[src/hw/rtl/perw_pkg.sv]
// Package for the packet error rate window block.
// Widths, constants and the structs passed between the window and divider.
// No dependencies.
`timescale 1ns / 1ps

package perw_pkg;

  localparam int SEQ_BITS   = 12;
  localparam int CNT_W      = 13;
  localparam int PER_W      = 14;
  localparam int DVD_W      = 27;                 // holds 8191 * 10000
  localparam int STEP_W     = $clog2(DVD_W);

  localparam logic [CNT_W-1:0]    COUNT_MAX  = {CNT_W{1'b1}};
  localparam logic [PER_W-1:0]    FULL_SCALE = PER_W'(10000);
  localparam logic [SEQ_BITS-1:0] RESET_SPAN = SEQ_BITS'(100);
  localparam logic [STEP_W-1:0]   LAST_STEP  = STEP_W'(DVD_W - 1);

  // window close request to the divider
  typedef struct packed {
    logic [CNT_W-1:0]    count;
    logic [SEQ_BITS-1:0] span;
  } win_req_t;

  // finished measurement
  typedef struct packed {
    logic [PER_W-1:0]    per;
    logic [SEQ_BITS-1:0] span;
    logic [CNT_W-1:0]    count;
    logic                over;
  } win_res_t;

endpackage

[src/hw/rtl/packet_error_rate_window.sv]
// Top level of the packet error rate window block.
// Instantiates perw_window and perw_div, holds the output register. Uses perw_pkg.
//
//   channel  direction  handshake            payload
//   in_      input      in_valid / in_stall  in_seq_num
//   out_     output     out_valid/out_stall  per_hundredths, span_used, received, over
//   cfg_     input      cfg_wr_en            cfg_wr_data (window span)
//
// A request that does not close a window is taken at once while the divider is idle.
// One closing it starts the 27-step serial divider; in_ stalls till the result is taken.
// Synchronous active-low reset: window 100, start 0, count 0, output empty.
// A stalled result holds in the output register; the divider waits behind it
// and in_stall stays high while the divider is busy or holding.
`timescale 1ns / 1ps

module packet_error_rate_window (
  input  logic        clk,
  input  logic        rst_n,
  input  logic        in_valid,
  output logic        in_stall,
  input  logic [11:0] in_seq_num,
  output logic        out_valid,
  input  logic        out_stall,
  output logic [13:0] out_per_hundredths,
  output logic [11:0] out_span_used,
  output logic [12:0] out_received_in_window,
  output logic        out_over_count,
  input  logic        cfg_wr_en,
  input  logic [11:0] cfg_wr_data
);

  logic                accept;
  logic                req_valid;
  perw_pkg::win_req_t  req;
  logic                div_busy;
  logic                res_valid;
  logic                res_take;
  perw_pkg::win_res_t  res;
  logic                out_valid_r, out_valid_nxt;
  perw_pkg::win_res_t  out_r;

  assign in_stall = div_busy;
  assign accept   = in_valid && !in_stall;

  perw_window u_window (
    .clk         (clk),
    .rst_n       (rst_n),
    .cfg_wr_en   (cfg_wr_en),
    .cfg_wr_data (cfg_wr_data),
    .accept      (accept),
    .seq_num     (in_seq_num),
    .req_valid   (req_valid),
    .req         (req)
  );

  perw_div u_div (
    .clk       (clk),
    .rst_n     (rst_n),
    .start     (req_valid),
    .req       (req),
    .res_take  (res_take),
    .busy      (div_busy),
    .res_valid (res_valid),
    .res       (res)
  );

  assign res_take = res_valid && (!out_valid_r || !out_stall);

  always_comb begin
    out_valid_nxt = out_valid_r;
    if (res_take) begin
      out_valid_nxt = 1'b1;
    end else if (!out_stall) begin
      out_valid_nxt = 1'b0;
    end
  end

  always_ff @(posedge clk) begin
    if (!rst_n) begin
      out_valid_r <= 1'b0;
    end else begin
      out_valid_r <= out_valid_nxt;
    end
  end

  always_ff @(posedge clk) begin
    if (res_take) begin
      out_r <= res;
    end
  end

  assign out_valid              = out_valid_r;
  assign out_per_hundredths     = out_r.per;
  assign out_span_used          = out_r.span;
  assign out_received_in_window = out_r.count;
  assign out_over_count         = out_r.over;

  a_start_busy : assert property (@(posedge clk) disable iff (!rst_n)
    req_valid |=> div_busy)
    else $error("divider not busy after window close");

  a_hold_result : assert property (@(posedge clk) disable iff (!rst_n)
    res_valid && !res_take |=> res_valid && $stable(res))
    else $error("divider result lost while output full");

  a_per_range : assert property (@(posedge clk) disable iff (!rst_n)
    out_valid |-> out_per_hundredths <= 14'd10000)
    else $error("rate above full scale");

  a_over_zero : assert property (@(posedge clk) disable iff (!rst_n)
    out_valid && out_over_count |-> out_per_hundredths == 14'd0)
    else $error("clamped rate not zero");

endmodule

[src/hw/rtl/perw_window.sv]
// Window tracker: window register, window start and received count.
// Raises a close request when the span reaches the window. Uses perw_pkg.
`timescale 1ns / 1ps

module perw_window (
  input  logic                            clk,
  input  logic                            rst_n,
  input  logic                            cfg_wr_en,
  input  logic [perw_pkg::SEQ_BITS-1:0]   cfg_wr_data,
  input  logic                            accept,
  input  logic [perw_pkg::SEQ_BITS-1:0]   seq_num,
  output logic                            req_valid,
  output perw_pkg::win_req_t              req
);

  logic [perw_pkg::SEQ_BITS-1:0] win_span_r;
  logic [perw_pkg::SEQ_BITS-1:0] start_r, start_nxt;
  logic [perw_pkg::CNT_W-1:0]    count_r, count_nxt;
  logic [perw_pkg::SEQ_BITS-1:0] next_pos;
  logic [perw_pkg::SEQ_BITS-1:0] span;
  logic [perw_pkg::SEQ_BITS-1:0] win;
  logic [perw_pkg::CNT_W-1:0]    count_inc;
  logic                          close;

  always_comb begin
    next_pos  = seq_num + perw_pkg::SEQ_BITS'(1);
    span      = next_pos - start_r;
    win       = (win_span_r == '0) ? perw_pkg::SEQ_BITS'(1) : win_span_r;
    count_inc = (count_r == perw_pkg::COUNT_MAX) ? count_r
                                                 : count_r + perw_pkg::CNT_W'(1);
    close     = (span >= win);
    start_nxt = start_r;
    count_nxt = count_r;
    if (accept) begin
      if (close) begin
        start_nxt = next_pos;
        count_nxt = '0;
      end else begin
        count_nxt = count_inc;
      end
    end
  end

  assign req_valid = accept && close;
  assign req.count = count_inc;
  assign req.span  = span;

  always_ff @(posedge clk) begin
    if (!rst_n) begin
      win_span_r <= perw_pkg::RESET_SPAN;
      start_r    <= '0;
      count_r    <= '0;
    end else begin
      if (cfg_wr_en) begin
        win_span_r <= cfg_wr_data;
      end
      start_r <= start_nxt;
      count_r <= count_nxt;
    end
  end

endmodule

[src/hw/rtl/perw_div.sv]
// Bit-serial restoring divider: count*10000 / span, one quotient bit a cycle.
// Holds the result until the output register takes it. Uses perw_pkg.
`timescale 1ns / 1ps

module perw_div (
  input  logic                 clk,
  input  logic                 rst_n,
  input  logic                 start,
  input  perw_pkg::win_req_t   req,
  input  logic                 res_take,
  output logic                 busy,
  output logic                 res_valid,
  output perw_pkg::win_res_t   res
);

  localparam logic [1:0] ST_IDLE = 2'd0;
  localparam logic [1:0] ST_RUN  = 2'd1;
  localparam logic [1:0] ST_DONE = 2'd2;

  logic [1:0]                    state_r, state_nxt;
  logic [perw_pkg::STEP_W-1:0]   step_r, step_nxt;
  logic [perw_pkg::SEQ_BITS-1:0] rem_r, rem_nxt;
  logic [perw_pkg::DVD_W-1:0]    dq_r, dq_nxt;
  logic [perw_pkg::SEQ_BITS-1:0] dvs_r;
  logic [perw_pkg::CNT_W-1:0]    cnt_r;
  logic [perw_pkg::SEQ_BITS:0]   trial;
  logic [perw_pkg::SEQ_BITS:0]   diff;
  logic                          ge;
  logic                          over;

  always_comb begin
    trial = {rem_r, dq_r[perw_pkg::DVD_W-1]};
    diff  = trial - {1'b0, dvs_r};
    ge    = (trial >= {1'b0, dvs_r});
  end

  always_comb begin
    state_nxt = state_r;
    step_nxt  = step_r;
    rem_nxt   = rem_r;
    dq_nxt    = dq_r;
    case (state_r)
      ST_IDLE: begin
        if (start) begin
          state_nxt = ST_RUN;
          step_nxt  = perw_pkg::LAST_STEP;
          rem_nxt   = '0;
          dq_nxt    = perw_pkg::DVD_W'(req.count) * perw_pkg::DVD_W'(perw_pkg::FULL_SCALE);
        end
      end
      ST_RUN: begin
        rem_nxt  = ge ? diff[perw_pkg::SEQ_BITS-1:0] : trial[perw_pkg::SEQ_BITS-1:0];
        dq_nxt   = {dq_r[perw_pkg::DVD_W-2:0], ge};
        step_nxt = step_r - perw_pkg::STEP_W'(1);
        if (step_r == '0) begin
          state_nxt = ST_DONE;
        end
      end
      ST_DONE: begin
        if (res_take) begin
          state_nxt = ST_IDLE;
        end
      end
      default: begin
        state_nxt = ST_IDLE;
      end
    endcase
  end

  always_ff @(posedge clk) begin
    if (!rst_n) begin
      state_r <= ST_IDLE;
    end else begin
      state_r <= state_nxt;
    end
  end

  always_ff @(posedge clk) begin
    step_r <= step_nxt;
    rem_r  <= rem_nxt;
    dq_r   <= dq_nxt;
    if (state_r == ST_IDLE && start) begin
      dvs_r <= req.span;
      cnt_r <= req.count;
    end
  end

  assign over      = (dq_r > perw_pkg::DVD_W'(perw_pkg::FULL_SCALE));
  assign busy      = (state_r != ST_IDLE);
  assign res_valid = (state_r == ST_DONE);
  assign res.per   = over ? '0 : perw_pkg::FULL_SCALE - dq_r[perw_pkg::PER_W-1:0];
  assign res.span  = dvs_r;
  assign res.count = cnt_r;
  assign res.over  = over;

endmodule
[config.mk]
export PLATFORM = sky130hd
export DESIGN_NAME = packet_error_rate_window
export DESIGN_NICKNAME = d
export VERILOG_FILES = /design/src/hw/rtl/perw_pkg.sv /design/src/hw/rtl/packet_error_rate_window.sv /design/src/hw/rtl/perw_window.sv /design/src/hw/rtl/perw_div.sv
export SDC_FILE = /design/constraint.sdc
export NUM_CORES = 1
export LEC_CHECK = 0
export ABC_AREA = 1
export BUFFER_PORTS_ARGS = -buffer_cell sky130_fd_sc_hd__buf_4
export CORE_ASPECT_RATIO = 1.2
export CORE_MARGIN = 2
export CORE_UTILIZATION = 55
export DETAILED_ROUTE_END_ITERATION = 12
export PLACE_DENSITY = 0.74
export SYNTH_ARGS = -nofsm -noshare
export SYNTH_HDL_FRONTEND = slang
export SYNTH_SLANG_ARGS = --single-unit
[constraint.sdc]
create_clock -name clk -period 7.2 [get_ports clk]
set_clock_uncertainty 0.2 [all_clocks]
set_input_delay 2.16 -clock clk [delete_from_list [all_inputs] [get_ports clk]]
set_output_delay 2.16 -clock clk [all_outputs]
set_load 0.01 [all_outputs]
# Yosys cells after proc, flatten, opt, wreduce, memory -nomap -nowiden
# Index checks and enable logic that the tools add are counted.
# W data, S select, Z words.
# op_classes
n_addsub	6
multipliers	1
n_lt_le_gt_ge	3
n_eq_ne	7
muxes	16
reduce_logical	16
# op_table
operator	n
$pmux W27 S2	1
$mux W12	3
$gt A27 B14 Y1 const B	1
$mux W27	1
$mux W13	2
$pmux W12 S2	1
$sub A12 B12 Y12	2
$mul A13 B10 Y23 const B	1
$sub A14 B14 Y14 const A	1
$add A13 B1 Y13 const B	1
$eq A13 B13 Y1 const B	1
$ge A13 B12 Y1	1
$add A12 B1 Y12 const B	1
$ge A12 B12 Y1	1
$logic_not A12 Y1	1
$pmux W5 S2	1
$ne A2 B1 Y1 const B	4
$mux W2	3
$pmux W2 S3	1
$logic_not A5 Y1	1
$mux W5	1
$sub A5 B1 Y5 const B	1
$logic_and A1 B1 Y1	4
$reduce_and A2 Y1	2
other kinds (8)	12
# word_totals
ff_bits	149
in_bits	29
elab_cells	63

# Depth between registers and ports, before layout
# Gate-level depths: netlist of the first run.
# logic_depth
ltp_word	6
depth_mapped	32
mapped_depth_nobuf	32

# Cells and area by module
# From an unflattened synthesis of the first run, not the netlist that was laid out.
# unflattened
hier_cells	1298
hier_area_um2	10476.3
# modules_own_cells
module	n_inst	cells_per_inst	area_per_inst_um2
perw_div	1	777	6248.5
perw_window	1	473	2974.1
packet_error_rate_window	1	48	1253.7

# Least setup slack after synthesis of the first run
# Ideal clock, no wire load.
# synth_path
path_kind	input-to-reg
start	input in_seq_num[4]
end	register u_div.dq_r[0] in the netlist's numbering (enable)
arrival_ps	5567
required_time_ps	6598
path_slack_ps	1030
stages	19
path_buffers	0
cell_sequence	inv_1 nor3_1 nand2_1 xor2_1 inv_1 ha_1 a21oi_1 o21ai_0 a21oi_1 o21ai_0 nand2_1 nand2_1 ha_1 nand4_1 a21oi_1 nor2_4 nand2_2 nand2_2 nand2_1
# synth_lines
element	line	rtl
start, declared	packet_error_rate_window.sv:21	input logic [11:0] in_seq_num,
end signal, assigned	perw_div.sv:81	dq_r <= dq_nxt;
end, declared	perw_div.sv:23	logic [perw_pkg::DVD_W-1:0] dq_r, dq_nxt;

==> flow_results.xml, run 1 <==
<?xml version="1.0" encoding="UTF-8"?>
<metrics>
  <group name="synth">
    <metric name="post_synth.cell_area_avg" unit="µm²">8.26</metric>
    <metric name="synth_top_area_share" unit="">0.318</metric>
    <metric name="post-synth-top-area-cell" unit="">sky130_fd_sc_hd__edfxtp_1</metric>
    <metric name="synth.yosys.warnings" unit="">0</metric>
    <metric name="synth.most_common_cell" unit="">sky130_fd_sc_hd__nand2_1</metric>
    <metric name="top_reg_cell_synth" unit="">sky130_fd_sc_hd__edfxtp_1</metric>
    <metric name="synth-seq-area-share" unit="">0.396</metric>
    <metric name="ys_async_sr_fraction" unit="">0</metric>
    <metric name="post_synth_most_frequent_cells" unit="">sky130_fd_sc_hd__nand2_1 (278), sky130_fd_sc_hd__inv_1 (203), sky130_fd_sc_hd__nor2_1 (145)</metric>
    <metric name="synth.ff_latch_count" unit="">149</metric>
    <metric name="post_synth_inst_count" unit="">1246</metric>
    <metric name="postSynthNetCount" unit="">1403</metric>
    <metric name="synth_area" unit="µm²">10300</metric>
    <metric name="number_of_synthesized_flops_with_an_enable_pin" unit="">109</metric>
    <metric name="synth_cell_types" unit="">44</metric>
    <metric name="synth.area.top_cells" unit="">sky130_fd_sc_hd__edfxtp_1 (32%), sky130_fd_sc_hd__ha_1 (12%), sky130_fd_sc_hd__nand2_1 (10%), sky130_fd_sc_hd__dfxtp_1 (7.8%), sky130_fd_sc_hd__inv_1 (7.4%)</metric>
  </group>
  <group name="power">
    <metric name="power_density" unit="nW/µm²">380</metric>
    <metric name="worst_ir_drop_vdd" unit="µV">201</metric>
    <metric name="total_leakage_power" unit="nW">5.68</metric>
  </group>
  <group name="critical_path">
    <metric name="worst_r2r_path_depth" unit="">26</metric>
    <metric name="worst_setup_path_endpoint" unit="">u_window.start_r[10]</metric>
    <metric name="worst-path-max-fanout" unit="">33</metric>
    <metric name="timing.critical_path.from_type" unit="">input pin</metric>
    <metric name="crit_path_cell_trace" unit="">buf_4 &gt; ha_1 &gt; nand4_1 &gt; nor2_1 &gt; nand3_1 &gt; nand2_1 &gt; inv_1 &gt; ha_1 &gt; nand2_1 &gt; nor2_1 &gt; nand3_1 &gt; nand3_1 &gt; nand3b_1 &gt; nand2_1 &gt; ha_1 &gt; nand4_1 &gt; a21oi_1 &gt; nor2_4 &gt; nand2_2 &gt; nand2_2 &gt; inv_2 &gt; buf_4 &gt; nor2_1 &gt; nor2_1</metric>
    <metric name="cp_data_arrival_time" unit="ns">6.22</metric>
    <metric name="path_class" unit="">input pin to flop</metric>
    <metric name="setup_crit_start" unit="">in_seq_num[0]</metric>
    <metric name="crit_top_cell" unit="">sky130_fd_sc_hd__nor2_1</metric>
    <metric name="cp_data_required_time" unit="ns">7.37</metric>
    <metric name="cp-end-kind" unit="">flop</metric>
    <metric name="rrSetupSlack" unit="ns">1.60</metric>
    <metric name="regToRegEndpoint" unit="">u_div.dq_r[26]</metric>
    <metric name="critPathSlowestCell" unit="">sky130_fd_sc_hd__inv_2</metric>
    <metric name="worstReg2RegStart" unit="">u_window.count_r[0]</metric>
    <metric name="max_stage_delay" unit="ns">0.55</metric>
  </group>
  <group name="layout">
    <metric name="area_growth_syn_to_layout" unit="%">13.3</metric>
    <metric name="net_total_in_the_final_layout" unit="">1479</metric>
    <metric name="instances_no_fill" unit="">1559</metric>
    <metric name="antenna_cells" unit="">0</metric>
    <metric name="drive_above_1_share" unit="">0.112</metric>
    <metric name="fin_util" unit="">0.640</metric>
  </group>
  <group name="place">
    <metric name="dpl.cell_count" unit="">1527</metric>
    <metric name="routabilityCongestion" unit="">0.901</metric>
    <metric name="port_buf_inserts" unit="">70</metric>
    <metric name="place_hpwl" unit="µm">17000</metric>
  </group>
  <group name="global_route">
    <metric name="grtUsageTotal" unit="">0.231</metric>
    <metric name="grt_start_max_net_pins" unit="">45</metric>
    <metric name="sum_of_overflow_across_all_layers_after_global_routing" unit="">0</metric>
    <metric name="grt_antenna_before_repair" unit="">0</metric>
    <metric name="via_count_of_the_first_global_routing_pass" unit="">7888</metric>
    <metric name="global_route_wire_length_before_repair" unit="µm">36300</metric>
  </group>
  <group name="detailed_routing">
    <metric name="drt_wl_total" unit="µm">22100</metric>
    <metric name="route.detailed.wl_per_inst" unit="µm">14.2</metric>
    <metric name="dr_total_vias" unit="">8268</metric>
    <metric name="post-route-drc-count" unit="">0</metric>
    <metric name="detailedRoute.firstPassIterationCount" unit="">5</metric>
    <metric name="route.antenna.remaining_nets" unit="">0</metric>
    <metric name="initialDrtViolationCount" unit="">450</metric>
    <metric name="vias_per_cell" unit="">5.30</metric>
  </group>
  <group name="clock_network">
    <metric name="clock_latency" unit="ns">0.44</metric>
    <metric name="cts-hold-fix-buffers" unit="">0</metric>
    <metric name="post_cts_buffers" unit="">0</metric>
    <metric name="cts-htree-levels" unit="">4</metric>
    <metric name="ctsResizeCount" unit="">0</metric>
    <metric name="cts_buffers" unit="">17</metric>
    <metric name="clk_path_buf_depth" unit="">2</metric>
    <metric name="cts_tree" unit="">built</metric>
    <metric name="clk_transition_reported_paths" unit="ns">0.06</metric>
    <metric name="cts.sink_count" unit="">149</metric>
    <metric name="clockRootBuffer" unit="">sky130_fd_sc_hd__clkbuf_16</metric>
  </group>
  <group name="floorplanning">
    <metric name="design.core.area" unit="µm²">18200</metric>
    <metric name="start_util" unit="">0.564</metric>
    <metric name="chipHeight" unit="µm">154</metric>
    <metric name="core.rowCount" unit="">54</metric>
    <metric name="top_level_ports" unit="">71</metric>
    <metric name="dieWidth" unit="µm">129</metric>
    <metric name="fp.dieArea" unit="µm²">19800</metric>
  </group>
  <group name="timing">
    <metric name="fmax" unit="MHz">165</metric>
    <metric name="max_slew_margin" unit="">0.518</metric>
    <metric name="max_slew.worst_pin.slew" unit="ns">0.722</metric>
    <metric name="setup-tns-final" unit="ns">0</metric>
    <metric name="fin_crit_sh" unit="">0.840</metric>
    <metric name="timing.final.setup_violations" unit="">0</metric>
    <metric name="timing_hold_violations_final" unit="">0</metric>
    <metric name="finalMaxSlewViolations" unit="">0</metric>
    <metric name="grt_setup_unrepaired" unit="">false</metric>
    <metric name="timing.final.crit_period" unit="ns">6.05</metric>
  </group>
  <group name="status">
    <metric name="outcome" unit="">finished, final reports clean</metric>
  </group>
  <group name="job">
    <metric name="maximum_capacitance_violations" unit="">0</metric>
  </group>
  <group name="min_path">
    <metric name="hold_path_class" unit="">flop to flop</metric>
  </group>
</metrics>
routing by layer:
layer,vias up,routed length (µm),part of all wire,global-route usage
met4,0,476,0.021,0.0864
met3,30,792,0.036,0.0303
li1,4207,-,-,-
met2,193,11000,0.50,0.407
met1,3838,9860,0.45,0.289
met5,-,0,0,0
sequential cells by signal, summed over array words and instances (netlist names):
signal	flops
out_per_hundredths	14
out_received_in_window	13
u_div.state_r	2
u_window.count_r	13
u_div.step_r	5
u_div.rem_r	12
u_window.start_r	12
out_over_count	1
u_div.dvs_r	12
u_window.win_span_r	12
out_valid	1
u_div.dq_r	27
out_span_used	12
u_div.cnt_r	13
metrics by stage:
step / cell area [µm²] / power (mW) / hold slack (ns) / setup WS (ns)
finish: 11700 / 4.43 / 0.224 / 1.15
CTS: 11700 / 4.45 / 0.225 / 1.14
detailed placement: 11000 / 3.49 / 0.206 / 0.720
floorplan: 10300 / 2.99 / 0.200 / 1.03
global placement: 11000 / 3.44 / 0.201 / 0.896
global route: 11700 / 4.78 / 0.238 / 0.733
cell families (layout without fill, tap and decap cells):
kind of cell	Yosys count	after routing	synth area share
fa+ha+maj	128	128	0.175
flops	149	149	0.396
simple gates	579	579	0.246
xor+xnor	36	36	0.0306
compound gates	125	125	0.0654
buf+inv	229	318	0.0877
area by class of cell:
cell class                      instances  area (µm²)
Clock buffer                           17         425
Inverter                              211         793
Timing Repair Buffer                   75         563
Fill cell                            1550        6570
Multi-Input combinational cell        868        5330
Sequential cell                       149        4070
Tap cell                              224         280
Clock inverter                         15         199
how the worst min path moves through the flow:
stage                                 to  slack (ns)           start  cells after the start
2_1_floorplan  out_received_in_window[0]        0.20  u_div.cnt_r[0]                      0
3_3_place_gp   out_received_in_window[6]        0.20  u_div.cnt_r[6]                      0
3_5_place_dp   out_received_in_window[7]        0.21  u_div.cnt_r[7]                      0
4_1_cts        out_received_in_window[8]        0.23  u_div.cnt_r[8]                      0
5_1_grt        out_received_in_window[8]        0.24  u_div.cnt_r[8]                      0
6_report       out_received_in_window[8]        0.22  u_div.cnt_r[8]                      0
where the power goes:
part	total, mW	internal [mW]	switching (mW)	leakage [nW]
logic	1.99	0.683	1.31	4.04
registers	1.50	1.33	0.166	1.35
clock network	0.942	0.554	0.388	0.294
placed cells by master (no fill, tap or decap), drive strengths merged, types with 3 or more instances in the layout:
cell type and instances:
ha 102, xor2 18, inv 213, a21oi 62
nand3b 14, xnor2 18, nand4 24, bufinv 3
or2 3, nor2 154, and2 4, edfxtp 109
fa 26, o21bai 5, nor3 13, clkinvlp 3
o21ai 50, nand3 73, clkbuf 17, dfxtp 40
nand2 291, buf 75, clkinv 7
critical path: cells and delay by family:
kind	cells	cell delay [ns]
AOI/OAI and AO/OA	1	0.24
buffers and inverters	4	0.95
adders and majority gates	3	0.93
and+or+nand+nor	16	1.92
Note: power is estimated with default switching activity, not from simulation.
==> run 2, diff against run 1 <==
Settings changed: ABC_AREA 1 to 0, PLACE_DENSITY 0.74 to 0.77.
Clock period 7.2 ns to 5.4 ns, I/O delays scaled along.
==> run 2 against run 1 <==
Critical path type is now flop to flop; critical path depth increased by 1; highest routed layer unchanged; non-clock buffer count increased by 103; final area increased by 3.5%; sequential power increased by 36%; sequential cell count unchanged; the flow now finishes with violations (setup timing); count of clock-buffer cells in the layout increased by 2; utilization increased by 5.8 points.
==> flow_results.xml, run 2 <==
<?xml version="1.0" encoding="UTF-8"?>
<metrics>
  <group name="clock_network">
    <metric name="clockRootBuffer" unit="">sky130_fd_sc_hd__clkbuf_16</metric>
    <metric name="cts_tree" unit="">built</metric>
    <metric name="cts-htree-levels" unit="">4</metric>
    <metric name="cts-hold-fix-buffers" unit="">0</metric>
    <metric name="clk_path_buf_depth" unit="">2</metric>
    <metric name="cts.sink_count" unit="">149</metric>
    <metric name="clk_transition_reported_paths" unit="ns">0.06</metric>
    <metric name="clock_latency" unit="ns">0.43</metric>
    <metric name="cts_buffers" unit="">17</metric>
  </group>
  <group name="synth">
    <metric name="synth_area" unit="µm²">9630</metric>
    <metric name="synth.area.top_cells" unit="">sky130_fd_sc_hd__edfxtp_1 (34%), sky130_fd_sc_hd__ha_1 (13%), sky130_fd_sc_hd__dfxtp_1 (8.3%), sky130_fd_sc_hd__fa_1 (5.4%), sky130_fd_sc_hd__inv_1 (4.7%)</metric>
    <metric name="post_synth_inst_count" unit="">961</metric>
    <metric name="postSynthNetCount" unit="">1118</metric>
    <metric name="number_of_synthesized_flops_with_an_enable_pin" unit="">109</metric>
    <metric name="post-synth-top-area-cell" unit="">sky130_fd_sc_hd__edfxtp_1</metric>
    <metric name="synth-seq-area-share" unit="">0.423</metric>
    <metric name="ys_async_sr_fraction" unit="">0</metric>
    <metric name="synth.yosys.warnings" unit="">0</metric>
    <metric name="synth_cell_types" unit="">61</metric>
    <metric name="synth.ff_latch_count" unit="">149</metric>
    <metric name="top_reg_cell_synth" unit="">sky130_fd_sc_hd__edfxtp_1</metric>
    <metric name="post_synth.cell_area_avg" unit="µm²">10.0</metric>
    <metric name="synth.most_common_cell" unit="">sky130_fd_sc_hd__inv_1</metric>
    <metric name="post_synth_most_frequent_cells" unit="">sky130_fd_sc_hd__inv_1 (120), sky130_fd_sc_hd__edfxtp_1 (109), sky130_fd_sc_hd__ha_1 (102)</metric>
    <metric name="synth_top_area_share" unit="">0.340</metric>
  </group>
  <group name="timing">
    <metric name="fin_ws" unit="ns">-0.115</metric>
    <metric name="fmax" unit="MHz">181</metric>
    <metric name="finalMaxSlewViolations" unit="">0</metric>
    <metric name="max_slew_margin" unit="">0.392</metric>
    <metric name="fin_hold_ws" unit="ns">0.219</metric>
    <metric name="grt_setup_unrepaired" unit="">true</metric>
    <metric name="fin_crit_sh" unit="">1.02</metric>
    <metric name="timing.final.setup_violations" unit="">9</metric>
    <metric name="max_slew.worst_pin.slew" unit="ns">0.912</metric>
    <metric name="timing_hold_violations_final" unit="">0</metric>
    <metric name="timing.final.crit_period" unit="ns">5.51</metric>
  </group>
  <group name="detailed_routing">
    <metric name="detailedRoute.firstPassIterationCount" unit="">5</metric>
    <metric name="initialDrtViolationCount" unit="">533</metric>
    <metric name="dr_total_vias" unit="">7572</metric>
    <metric name="post-route-drc-count" unit="">0</metric>
    <metric name="route.detailed.wl_per_inst" unit="µm">16.1</metric>
    <metric name="vias_per_cell" unit="">5.55</metric>
    <metric name="route.antenna.remaining_nets" unit="">0</metric>
    <metric name="drt_wl_total" unit="µm">21900</metric>
  </group>
  <group name="layout">
    <metric name="area_growth_syn_to_layout" unit="%">25.5</metric>
    <metric name="drive_above_1_share" unit="">0.240</metric>
    <metric name="biggestRegsByFlops" unit="">u_div.dq_r (27), out_per_hundredths (14)</metric>
    <metric name="multi_input_comb_area" unit="µm²">5290</metric>
    <metric name="layout.cells.most_common_list" unit="">sky130_fd_sc_hd__buf_4 (173), sky130_fd_sc_hd__inv_1 (112), sky130_fd_sc_hd__edfxtp_1 (109)</metric>
    <metric name="design_area" unit="µm²">12100</metric>
    <metric name="ff_latch_area" unit="µm²">4080</metric>
    <metric name="layout.filler_cells" unit="">1227</metric>
    <metric name="largest_register_ff_count" unit="">27</metric>
    <metric name="net_total_in_the_final_layout" unit="">1288</metric>
    <metric name="max_flop_register" unit="">u_div.dq_r</metric>
    <metric name="mostFrequentLayoutCell" unit="">sky130_fd_sc_hd__buf_4</metric>
    <metric name="antenna_cells" unit="">0</metric>
  </group>
  <group name="global_route">
    <metric name="grtUsageTotal" unit="">0.237</metric>
    <metric name="via_count_of_the_first_global_routing_pass" unit="">7488</metric>
    <metric name="grt_start_max_net_pins" unit="">45</metric>
    <metric name="global_route_wire_length_before_repair" unit="µm">35500</metric>
    <metric name="sum_of_overflow_across_all_layers_after_global_routing" unit="">0</metric>
    <metric name="grt_antenna_before_repair" unit="">0</metric>
  </group>
  <group name="power">
    <metric name="total_leakage_power" unit="nW">5.45</metric>
    <metric name="power_density" unit="nW/µm²">503</metric>
    <metric name="worst_ir_drop_vdd" unit="µV">288</metric>
  </group>
  <group name="floorplanning">
    <metric name="start_util" unit="">0.556</metric>
    <metric name="dieWidth" unit="µm">125</metric>
    <metric name="chipHeight" unit="µm">149</metric>
    <metric name="fp.dieArea" unit="µm²">18600</metric>
    <metric name="design.core.area" unit="µm²">17300</metric>
    <metric name="top_level_ports" unit="">71</metric>
    <metric name="core.rowCount" unit="">53</metric>
  </group>
  <group name="min_path">
    <metric name="hold_path_class" unit="">flop to flop</metric>
    <metric name="holdPathStages" unit="">0</metric>
  </group>
  <group name="critical_path">
    <metric name="timing.critical_path.depth" unit="">25</metric>
    <metric name="cp-end-kind" unit="">flop</metric>
    <metric name="worst_r2r_path_depth" unit="">25</metric>
    <metric name="worst-path-buf-inv" unit="">7</metric>
    <metric name="worst-path-max-fanout" unit="">5</metric>
    <metric name="cpLargestDelayFamily" unit="">adder cells</metric>
    <metric name="crit_top_cell" unit="">sky130_fd_sc_hd__inv_2</metric>
    <metric name="critPathSlowestCell" unit="">sky130_fd_sc_hd__fa_1</metric>
    <metric name="cp_data_arrival_time" unit="ns">5.58</metric>
    <metric name="max_stage_delay" unit="ns">0.49</metric>
    <metric name="cp_data_required_time" unit="ns">5.46</metric>
    <metric name="path_class" unit="">flop to flop</metric>
    <metric name="timing.critical_path.from_type" unit="">flop</metric>
  </group>
  <group name="status">
    <metric name="violations" unit="">setup timing</metric>
    <metric name="outcome" unit="">finished with violations</metric>
  </group>
  <group name="job">
    <metric name="maximum_capacitance_violations" unit="">0</metric>
  </group>
  <group name="place">
    <metric name="postPlaceCellArea" unit="µm²">11300</metric>
    <metric name="port_buf_inserts" unit="">70</metric>
    <metric name="routabilityCongestion" unit="">0.881</metric>
    <metric name="place_hpwl" unit="µm">16100</metric>
  </group>
</metrics>
## run 2: cell count changes after synthesis, sizes merged, moves of 12 or more
cell and delta:
inv -89, nand3 -44, clkbuf +12, nor2 -94, nand2 -198, xor2 +14
a21o +17, a21oi -17, nor2b +16
## run 2: metal layers
| layer | wire length [µm] | share of wire | GRT usage | up-vias |
|---|---|---|---|---|
| met5 | 0 | 0 | 0 | - |
| met4 | 575 | 0.026 | 0.0983 | 0 |
| met3 | 753 | 0.034 | 0.0366 | 47 |
| met2 | 11500 | 0.52 | 0.423 | 197 |
| met1 | 9140 | 0.42 | 0.288 | 3614 |
| li1 | - | - | - | 3714 |
## run 2: final cells by class
| class | instances | share of cell area |
|---|---|---|
| Clock buffer | 19 | 0.0358 |
| Clock inverter | 13 | 0.0144 |
| Inverter | 120 | 0.0373 |
| Multi-Input combinational cell | 665 | 0.438 |
| Sequential cell | 149 | 0.338 |
| Tap cell | 220 | 0.0228 |
| Timing Repair Buffer | 178 | 0.114 |
## run 2: cell families (layout without fill, tap and decap cells)
| kind of cell | Yosys count | count (layout) | share of synthesized area |
|---|---|---|---|
| AND/OR/NAND/NOR | 285 | 285 | 0.144 |
| AO/OA/AOI/OAI | 183 | 183 | 0.123 |
| flip-flops | 149 | 149 | 0.423 |
| buffers and inverters | 147 | 330 | 0.0581 |
| adder cells (fa/ha/maj) | 128 | 128 | 0.187 |
| XOR/XNOR | 59 | 59 | 0.0537 |
| multiplexers | 10 | 10 | 0.0104 |
## run 2: where the power goes
group          switching [mW]  internal, mW
clock                   0.504         0.734
sequential              0.241          1.80
combinational            1.63          1.17
## run 2: worst register-to-register path, delay by kind of cell, from the launching register on
family,cells,cell delay [ns]
adders and majority gates,7,2.29
AOI/OAI and AO/OA,6,1.07
and+or+nand+nor,4,0.71
buffers and inverters,7,0.51
DFF,1,0.35
xor gates and xnor gates,1,0.22
## run 2: per-stage QoR
stage / std cells / setup WS [ns] / TNS (ns) / total power, mW / util
after floorplan: 961 / 0.00132 / 0 / 3.87 / -
after global placement: 1322 / -0.163 / -10.47 / 4.69 / 0.650
after detailed placement: 1322 / -0.177 / -12.31 / 4.81 / 0.650
after CTS: 1359 / -0.0310 / -0.0451 / 6.08 / 0.691
after global routing: 1364 / -0.305 / -2.40 / 6.49 / 0.698
final: 1364 / -0.115 / -0.647 / 6.08 / 0.698
## run 2: worst paths after layout
check	from	to	slack, ns
worst min-delay path	u_div.cnt_r[12]	out_received_in_window[12]	0.22
worst max register to register	u_window.count_r[1]	u_div.dq_r[25]	-0.11
worst max-delay path	u_window.count_r[1]	u_div.dq_r[25]	-0.11
worst min register to register	u_div.cnt_r[12]	out_received_in_window[12]	0.22
## run 2: repair_timing
item / 4_1_cts / 5_1_grt
setup endpoints to repair: 10 / 46
endpoints found under the hold margin: 0 / 0
pin swaps: 15 / 23
buffers inserted: 5 / 5
resized for setup: 14 / 25
